===== src/hdl/nthp_pkg.sv =====
package nthp_pkg;

	// field widths
	localparam int START_W = 20;
	localparam int STEP_W  = 10;
	localparam int RANK_W  = 8;
	localparam int PRIME_W = 20;

	localparam int VALUE_BITS_DEF = 20;

	typedef enum logic [2:0] {
		S_IDLE,
		S_GCD,
		S_GCD_WAIT,
		S_TEST,
		S_TRIAL,
		S_TRIAL_WAIT,
		S_NEXT,
		S_FINISH
	} nthp_state_t;

	// request to the shared remainder unit
	typedef struct packed {
		logic start;
		logic use_gcd;
	} nthp_rem_ctl_t;

endpackage


===== src/hdl/nthp_rem.sv =====
// Restoring remainder unit, one quotient bit per cycle.
module nthp_rem import nthp_pkg::*; #(
	parameter int W = VALUE_BITS_DEF
) (
	input  logic         clk,
	input  logic         arst_n,
	input  logic         start,
	input  logic [W-1:0] dividend,
	input  logic [W-1:0] divisor,
	output logic         done,
	output logic [W-1:0] remainder
);

	localparam int CW = $clog2(W + 1);

	logic [CW-1:0] cnt_q;
	logic          done_q;
	logic [W-1:0]  dvd_q;
	logic [W-1:0]  div_q;
	logic [W-1:0]  rem_q;
	logic [W:0]    trial;
	logic [W:0]    diff;
	logic          fits;

	assign trial = {rem_q, dvd_q[W-1]};
	assign diff  = trial - {1'b0, div_q};
	assign fits  = trial >= {1'b0, div_q};

	always_ff @(posedge clk or negedge arst_n) begin
		if (!arst_n) begin
			cnt_q  <= '0;
			done_q <= 1'b0;
		end else begin
			done_q <= 1'b0;
			if (start) begin
				cnt_q <= CW'(W);
			end else if (cnt_q != '0) begin
				cnt_q <= cnt_q - CW'(1);
				if (cnt_q == CW'(1)) begin
					done_q <= 1'b1;
				end
			end
		end
	end

	always_ff @(posedge clk) begin
		if (start) begin
			dvd_q <= dividend;
			div_q <= divisor;
			rem_q <= '0;
		end else if (cnt_q != '0) begin
			dvd_q <= {dvd_q[W-2:0], 1'b0};
			// remainder stays below divisor, so the top bit drops
			rem_q <= fits ? diff[W-1:0] : trial[W-1:0];
		end
	end

	assign done      = done_q;
	assign remainder = rem_q;

endmodule


===== src/hdl/nth_prime_in_arith_progression.sv =====
// Returns the rank-th prime among the terms start_value, start_value+step, ...
// Each term is tested by trial division with odd divisors 3, 5, 7, ... while the
// divisor squared does not exceed the term; 2 counts as prime, 0 and 1 do not.
// Before the walk, gcd(start_value, step) is taken: when it exceeds 1 (or step
// is 0) only start_value itself can qualify. The search ends with found = 0 and
// prime_value = 0 when rank is 0, when start_value does not fit VALUE_BITS, or
// when the next term would exceed 2^VALUE_BITS - 1. Every remainder (Euclid
// steps and trial divisions) goes through one restoring remainder unit of width
// W = max(VALUE_BITS, 10), so the time per item grows with the gcd steps plus,
// over the tested odd terms, the divisors tried: short for small or even terms,
// long for a high rank over a sparse progression. That remainder unit sets the
// rate. One item is worked at a time; in_ready is low from the accept until the
// result is placed in the output register, and a new item is taken while that
// result still waits for out_ready.
module nth_prime_in_arith_progression import nthp_pkg::*; #(
	parameter int VALUE_BITS = VALUE_BITS_DEF
) (
	input  logic               clk,
	input  logic               arst_n,
	input  logic               in_valid,
	output logic               in_ready,
	input  logic [START_W-1:0] start_value,
	input  logic [STEP_W-1:0]  step,
	input  logic [RANK_W-1:0]  rank,
	output logic               out_valid,
	input  logic               out_ready,
	output logic [PRIME_W-1:0] prime_value,
	output logic               found
);

	localparam int VB = VALUE_BITS;
	// term carries headroom so term + step never wraps
	localparam int TW = VB + STEP_W + 1;
	// remainder unit must also hold step during the gcd
	localparam int W  = (VB > STEP_W) ? VB : STEP_W;
	localparam int SW = VB + 2;

	nthp_state_t state_q, state_d;

	logic [TW-1:0]     term_q;
	logic [STEP_W-1:0] d_q;
	logic [RANK_W-1:0] n_q;
	logic [RANK_W-1:0] seen_q;
	logic              single_q;
	logic [W-1:0]      p_q;
	logic [W-1:0]      q_q;
	logic [VB-1:0]     k_q;
	logic [SW-1:0]     sq_q;
	logic [VB-1:0]     fin_val_q;
	logic              fin_found_q;

	logic               out_valid_q;
	logic [PRIME_W-1:0] out_val_q;
	logic               out_found_q;

	// remainder unit hookup
	nthp_rem_ctl_t rem_ctl;
	logic [W-1:0]  rem_dvd;
	logic [W-1:0]  rem_div;
	logic          rem_done;
	logic [W-1:0]  rem_val;

	// term decode
	logic [VB-1:0] x;
	logic          term_ovf;
	logic          x_lt2;
	logic          x_two;
	logic          sq_gt;
	logic          hit;
	logic          a_ovf;
	logic          accept;
	logic          out_free;

	// control decisions
	logic term_prime;
	logic is_comp;

	assign x        = term_q[VB-1:0];
	assign term_ovf = term_q[TW-1:VB] != '0;
	assign x_lt2    = x < VB'(2);
	assign x_two    = x == VB'(2);
	assign sq_gt    = sq_q > SW'(x);
	assign hit      = (seen_q + RANK_W'(1)) == n_q;
	assign a_ovf    = (32'(start_value) >> VB) != 32'd0;
	assign accept   = in_valid && in_ready;
	assign out_free = !out_valid_q || out_ready;

	assign rem_dvd = rem_ctl.use_gcd ? p_q : W'(x);
	assign rem_div = rem_ctl.use_gcd ? q_q : W'(k_q);

	nthp_rem #(
		.W(W)
	) u_rem (
		.clk      (clk),
		.arst_n   (arst_n),
		.start    (rem_ctl.start),
		.dividend (rem_dvd),
		.divisor  (rem_div),
		.done     (rem_done),
		.remainder(rem_val)
	);

	always_ff @(posedge clk or negedge arst_n) begin
		if (!arst_n) begin
			state_q <= S_IDLE;
		end else begin
			state_q <= state_d;
		end
	end

	// sequencer
	always_comb begin
		state_d         = state_q;
		in_ready        = 1'b0;
		rem_ctl.start   = 1'b0;
		rem_ctl.use_gcd = 1'b0;
		term_prime      = 1'b0;
		is_comp         = 1'b0;
		unique case (state_q)
			S_IDLE: begin
				in_ready = 1'b1;
				if (in_valid) begin
					if (rank == '0 || a_ovf) begin
						state_d = S_FINISH;
					end else if (step == '0) begin
						state_d = S_TEST;
					end else begin
						state_d = S_GCD;
					end
				end
			end
			S_GCD: begin
				rem_ctl.use_gcd = 1'b1;
				if (q_q == '0) begin
					state_d = S_TEST;
				end else begin
					rem_ctl.start = 1'b1;
					state_d       = S_GCD_WAIT;
				end
			end
			S_GCD_WAIT: begin
				rem_ctl.use_gcd = 1'b1;
				if (rem_done) begin
					state_d = S_GCD;
				end
			end
			S_TEST: begin
				if (term_ovf) begin
					state_d = S_FINISH;
				end else if (x_lt2 || (!x_two && !x[0])) begin
					is_comp = 1'b1;
				end else if (x_two) begin
					term_prime = 1'b1;
				end else begin
					state_d = S_TRIAL;
				end
			end
			S_TRIAL: begin
				if (sq_gt) begin
					term_prime = 1'b1;
				end else begin
					rem_ctl.start = 1'b1;
					state_d       = S_TRIAL_WAIT;
				end
			end
			S_TRIAL_WAIT: begin
				if (rem_done) begin
					if (rem_val == '0) begin
						is_comp = 1'b1;
					end else begin
						state_d = S_TRIAL;
					end
				end
			end
			S_NEXT: begin
				state_d = S_TEST;
			end
			S_FINISH: begin
				if (out_free) begin
					state_d = S_IDLE;
				end
			end
			default: begin
				state_d = S_IDLE;
			end
		endcase
		// outcome of one term
		if (term_prime) begin
			state_d = (hit || single_q) ? S_FINISH : S_NEXT;
		end else if (is_comp) begin
			state_d = single_q ? S_FINISH : S_NEXT;
		end
	end

	// datapath
	always_ff @(posedge clk) begin
		case (state_q)
			S_IDLE: begin
				term_q      <= TW'(start_value);
				d_q         <= step;
				n_q         <= rank;
				seen_q      <= '0;
				single_q    <= (step == '0);
				p_q         <= W'(start_value);
				q_q         <= W'(step);
				fin_val_q   <= '0;
				fin_found_q <= 1'b0;
			end
			S_GCD: begin
				// gcd above 1: only the first term can qualify
				if (q_q == '0) begin
					single_q <= p_q > W'(1);
				end
			end
			S_GCD_WAIT: begin
				if (rem_done) begin
					p_q <= q_q;
					q_q <= rem_val;
				end
			end
			S_TEST: begin
				k_q  <= VB'(3);
				sq_q <= SW'(9);
			end
			S_TRIAL_WAIT: begin
				if (rem_done) begin
					// (k+2)^2 = k^2 + 4k + 4
					k_q  <= k_q + VB'(2);
					sq_q <= sq_q + {k_q, 2'b00} + SW'(4);
				end
			end
			S_NEXT: begin
				term_q <= term_q + TW'(d_q);
			end
			default: begin
			end
		endcase
		if (term_prime) begin
			seen_q <= seen_q + RANK_W'(1);
			if (hit) begin
				fin_val_q   <= x;
				fin_found_q <= 1'b1;
			end
		end
	end

	// output register
	always_ff @(posedge clk or negedge arst_n) begin
		if (!arst_n) begin
			out_valid_q <= 1'b0;
		end else if (state_q == S_FINISH && out_free) begin
			out_valid_q <= 1'b1;
		end else if (out_ready) begin
			out_valid_q <= 1'b0;
		end
	end

	always_ff @(posedge clk) begin
		if (state_q == S_FINISH && out_free) begin
			out_val_q   <= PRIME_W'(fin_val_q);
			out_found_q <= fin_found_q;
		end
	end

	assign out_valid   = out_valid_q;
	assign prime_value = out_val_q;
	assign found       = out_found_q;

endmodule


===== config.mk =====
export PLATFORM = sky130hd
export DESIGN_NAME = nth_prime_in_arith_progression
export DESIGN_NICKNAME = d
export VERILOG_FILES = /design/src/hdl/nthp_pkg.sv /design/src/hdl/nthp_rem.sv /design/src/hdl/nth_prime_in_arith_progression.sv
export SDC_FILE = /design/constraint.sdc
export NUM_CORES = 1
export LEC_CHECK = 0
export BUFFER_PORTS_ARGS = -buffer_cell sky130_fd_sc_hd__buf_2
export CORE_MARGIN = 2
export CORE_UTILIZATION = 50
export CTS_CLUSTER_DIAMETER = 100
export DETAILED_ROUTE_END_ITERATION = 10
export PLACE_DENSITY = 0.7
export REMOVE_ABC_BUFFERS = 1
export SKIP_CTS_REPAIR_TIMING = 1
export SYNTH_ARGS = -nofsm -noshare
export SYNTH_HDL_FRONTEND = slang
export SYNTH_SLANG_ARGS = --single-unit

===== constraint.sdc =====
create_clock -name clk -period 4.31 [get_ports clk]
set_clock_uncertainty 0.05 [all_clocks]
set_input_delay 1.0775 -clock clk [delete_from_list [all_inputs] [get_ports clk]]
set_output_delay 1.0775 -clock clk [all_outputs]
set_load 0.02 [all_outputs]

# Word-level counts from Yosys, hierarchy flattened
# Cells that the tools add are included.
[classes]
n_addsub = 7
n_shift = 0
order_cmp = 4
div = 0
eq_ne = 21
muxes = 63
multipliers = 0
reduce_logical = 27
bitwise_logic = 0
[ops]
columns = ["operator", "n"]
rows = [
  ["two-way mux 20 bit", 11],
  ["one-hot mux 20 bit (2 select lines)", 3],
  ["one-hot mux 31 bit (2 select lines)", 1],
  ["one-hot mux 22 bit (2 select lines)", 1],
  ["logical NOT 20 bit", 2],
  ["two-way mux 3 bit", 12],
  ["adder 31 x 10 -> 31 bit", 1],
  ["two-way mux 1 bit", 24],
  ["one-hot mux 3 bit (8 select lines)", 1],
  ["adder 22 bit", 1],
  ["adder 22 x 3 -> 22 bit, second input constant", 1],
  ["greater-than comparator 22 x 20 -> 1 bit", 1],
  ["two-way mux 22 bit", 1],
  [">= comparator 21 x 20 -> 1 bit", 1],
  ["adder 20 x 2 -> 20 bit, second input constant", 1],
  ["equality test 20 x 2 -> 1 bit, second input constant", 1],
  ["greater-than comparator 20 x 1 -> 1 bit, second input constant", 1],
  ["less-than comparator 20 x 2 -> 1 bit, second input constant", 1],
  ["subtractor 20 bit", 1],
  ["two-way mux 8 bit", 2],
  ["!= test 4 bit, second input constant", 4],
  ["nonzero test 2 bit", 7],
  ["equality test 3 bit, second input constant", 4],
  ["nonzero test 11 bit", 1],
  ["other kinds (23)", 38],
]
[word_totals]
ff_bits = 252
rom_bits = 0
ram_bits = 0
in_bits = 42
memories = 0
latchBits = 0
elab_cells = 142
out_inout_bits = 23

# Longest topological paths before layout
[depth]
depth_word = 9
depth_mapped = 12
mapped_depth_nobuf = 11

# Cells and area by module
# Synthesis repeated with hierarchy kept, for this count alone.
[hier_totals]
hier_cells = 1288
area_unflattened_um2 = 13995.9
[modules_own_cells]
columns = ["module", "cells_per_inst", "area_each_um2", "n_inst", "seq_area_each_um2"]
rows = [
  ["nth_prime_in_arith_progression", 927, 10272.4, 1, 5235.0],
  ["nthp_rem", 361, 3723.6, 1, 1751.7],
]

# Worst setup path after synthesis
# Ideal clock, no wire load.
[synth_timing]
path_type = "register to register"
start = "register term_q[17]"
end = "register u_rem.dvd_q[0] (enable)"
setup_time_ns = 0.377
synth_period_minus_slack_ns = 3.211
n_path_buf = 2
arrival_ns = 2.785
required_ns = 3.883
stages_incl_launch_ff = 12
path_slack_ns = 1.099
cell_sequence = "edfxtp_1 > inv_1 > ha_1 > and4bb_4 > nand4_2 > o41ai_2 > a211o_1 > nand2_2 > or3b_1 > buf_6 > buf_6 > nand2_1"
[synth_via]
elab_chain_len = 4
[synth_rtl]
columns = ["element", "line_no", "source"]
rows = [
  ["start, declared", "nth_prime_in_arith_progression.sv:40", "logic [TW-1:0] term_q;"],
  ["start signal, assigned", "nth_prime_in_arith_progression.sv:199", "term_q <= TW'(start_value);"],
  ["start signal, assigned", "nth_prime_in_arith_progression.sv:233", "term_q <= term_q + TW'(d_q);"],
  ["greater-than comparator 22 x 20 -> 1 bit", "nth_prime_in_arith_progression.sv:82", "assign sq_gt = sq_q > SW'(x);"],
  ["two-way mux 1 bit", "nth_prime_in_arith_progression.sv:159", "if (sq_gt) begin"],
  ["one-hot mux 1 bit (2 select lines)", "nth_prime_in_arith_progression.sv:119", "unique case (state_q)"],
  ["nonzero test 2 bit (no line)", "n/a", ""],
  ["end signal, assigned", "nthp_rem.sv:48", "dvd_q <= dividend;"],
  ["end signal, assigned", "nthp_rem.sv:52", "dvd_q <= {dvd_q[W-2:0], 1'b0};"],
  ["end, declared", "nthp_rem.sv:18", "logic [W-1:0] dvd_q;"],
]
# Every way passes these cells.
# A chain may end at the register's enable or synchronous reset.

# Final worst setup path
[layout_timing]
start = "register term_q[19]"
end = "register u_rem.dvd_q[17], data pin"
[layout_via]
elab_chain_len = 4
[layout_rtl]
columns = ["element", "line_no", "source"]
rows = [
  ["greater-than comparator 22 x 20 -> 1 bit", "nth_prime_in_arith_progression.sv:82", ""],
  ["two-way mux 1 bit", "nth_prime_in_arith_progression.sv:159", ""],
  ["one-hot mux 1 bit (2 select lines)", "nth_prime_in_arith_progression.sv:119", ""],
  ["two-way mux 20 bit", "nthp_rem.sv:47", "if (start) begin"],
]
# Every way passes these cells.

==> run metrics <==
Final GP Congestion between 0.9 and 1; PD cells 317 nW/um^2; setup_tns 0 ns; Finished Layout Cells 1730; wire per inst around 19 um; Worst Max-Slew Pin Slew 1.25 ns; first-pass GRT wire length about 53 mm; endpoints failing setup 0; I/O pin count 65; vias about 10000; initial DRC count roughly 770; synthesis-to-layout area growth 11.2%; Cell Count Post-Placement roughly 1700; Worst Path Required between 4 and 5 ns; clock tree buffer depth 3; Num CTS Buffers 27; vias in the first global route ~10000; share of cells above drive strength 1 16.1%; Sw Share approximately a fifth; DRT Pass-1 Iters 5; initial antenna violation count 1; Core Box Area 27700 um^2; CP Max Fanout 39; port bufs between 60 and 70; critical path type register to register; most frequent cells in the layout edfxtp_1 (197), nand2_1 (119), nor2_1 (88); RSZ-0062 raised after global routing no; pin count of the biggest net entering global routing around 50; placement row count between 60 and 70; Worst-Skew Late Latency between 0.5 and 0.6 ns; Synth top area share a little over two fifths; Mean Syn Cell Area ~11 um^2; fin crit share approximately four fifths; full die area 29400 um^2; sequential share of power between 50% and 60%; Main synth FF type edfxtp_1; gr ovfl total 0; final wirelength between 30 and 40 mm; Worst slew margin approximately 16%; Leakage 6.33 nW; worst hold path class input port to asynchronous set/reset pin; worst hold slack roughly 0.33 ns; Reg clk slew, reported paths ~0.070 ns; Area contributors post-synth edfxtp_1 (42%), ha_1 (7.8%), dfxtp_1 (5.9%), mux2i_1 (4.1%), mux2_2 (4.0%); initial core utilization approximately 50%; Post-Synthesis Cells between 1000 and 1500; overall routing resource usage a little under a quarter; Placement Setup Slack roughly 0.9 ns; H-tree depth 1; status finished, final reports clean; minimum clock period about 3.4 ns; Critical Path AT between 3 and 4 ns; Synth async-reset ratio under 10%; Syn Std Cell Area 14000 um^2; Die Wd 171 um; net switching power a little over 1 mW; Internal about 4 mW; synth unique cells 74; Max-Cap Viols 0; Die H about 170 um; fin worst setup slack roughly 0.9 ns; largest area contributor in the netlist edfxtp_1; HPWL after DPL ~25 mm; post-synthesis register bit count 248; CTS tree yes; Max Slew Vio Count 0; Layout Nets around 1500; # diodes 0; total number of yosys warnings 0; combinational share of power less than 1%; Residual DRC 0; commonest non-fill, non-tap cell in the layout edfxtp_1; Seq/Total Area, Yosys about half; Hold Violations, Final 0; number of synthesized flops with an enable pin just under 200; post-route ant nets 0; Max Fclk 0.292 GHz; Root Buffer clkbuf_16; Critical Path Sink Type register; via/cell ratio between 5 and 6; Worst VDD drop approximately 250 uV; Clock Sinks between 200 and 250; Clock Power Share 47.4%; Critical Path Start Type register; Layout Utilization around 56%
## Yosys cell counts, types with 4 or more instances
cell type	instances
edfxtp_1	197
nand2_1	119
nor2_1	89
ha_1	87
inv_1	60
a21oi_1	57
mux2i_1	57
o21ai_0	57
mux2_2	50
xnor2_1	49
dfxtp_1	41
nand3_1	37
xor2_1	36
nor4_1	32
clkbuf_1	28
nor3_1	22
and2_1	20
o21ai_2	18
a21o_1	16
nand4_1	16
and3_1	14
nor2b_1	13
a211oi_1	10
dfrtp_1	10
o211ai_1	10
or3_1	9
buf_6	8
or2_2	8
buf_1	7
nand2b_1	7
and4_1	6
o21a_1	6
a31oi_1	5
nor3b_1	5
o31ai_1	5
a211o_1	4
buf_4	4
## stage by stage
stage	instance area [um^2]	total power, mW
6_report	15600	4.94
5_1_grt	15600	5.05
4_1_cts	15600	4.97
3_5_place_dp	14700	2.65
3_3_place_gp	14700	2.65
2_1_floorplan	13800	2.61
## routing by layer
layer	routed length [um]	up-vias	GRT usage, %	part of all wire [%]
li1	-	4811	-	-
met1	14900	4795	31.3	44
met2	15800	295	38.6	47
met3	1810	69	3.29	5.4
met4	1070	0	7.92	3.2
met5	0	-	0	0
## sequential cells by signal, indices dropped and copies added (netlist names), 19 cells and up
register / cells
fin_val_q: 20
k_q: 19
p_q: 20
prime_value: 20
q_q: 20
sq_q: 19
term_q: 31
u_rem.div_q: 20
u_rem.dvd_q: 20
u_rem.remainder: 20
## worst max-delay path: stages, from the launching register on
cell	delay, ns
edfxtp_1	0.51
inv_1	0.12
ha_1	0.32
and2_1	0.19
nand4_2	0.13
o41ai_2	0.44
a211o_1	0.18
nand2_2	0.08
or3b_2	0.58
buf_4	0.32
nand2_1	0.15
o21ai_2	0.06
## cells by family (layout without fill, tap and decap cells)
kind of cell / after synthesis / in the layout / synth area share (%)
multiplexers: 107 / 107 / 8.08
flip-flops: 248 / 248 / 49.8
adder cells (fa/ha/maj): 90 / 90 / 8.19
XOR/XNOR: 85 / 85 / 5.31
buffers and inverters: 110 / 190 / 3.52
AND/OR/NAND/NOR: 411 / 411 / 14.7
AO/OA/AOI/OAI: 221 / 221 / 10.4
## layout make-up
class	count	area, um^2
Inverter	61	231
Sequential cell	248	6990
Tap cell	378	473
Clock inverter	21	215
Clock buffer	28	679
Multi-Input combinational cell	914	6570
Timing Repair Buffer	80	440
Fill cell	2397	12100
## path summary, 6_finish.rpt
path / to / from / cells past startpoint / slack, ns
max in group asynchronous: u_rem.cnt_q[0] / arst_n / 1 / 3.62
min in group clk: prime_value[4] / fin_val_q[4] / 0 / 0.38
worst min-delay path: state_q[2] / arst_n / 1 / 0.33
worst min register to register: prime_value[4] / fin_val_q[4] / 0 / 0.38
worst max register to register: u_rem.dvd_q[17] / term_q[19] / 11 / 0.88
worst max-delay path: u_rem.dvd_q[17] / term_q[19] / 11 / 0.88
## power groups by stage
stage / Combinational (mW) / Clock, mW / Sequential [mW]
after floorplan: 0.00779 / 0 / 2.60
after global placement: 0.0424 / 0 / 2.60
after detailed placement: 0.0430 / 0 / 2.60
after CTS: 0.0431 / 2.37 / 2.55
after global routing: 0.0477 / 2.45 / 2.55
final: 0.0426 / 2.34 / 2.55
(Power assumes the default switching activity.)
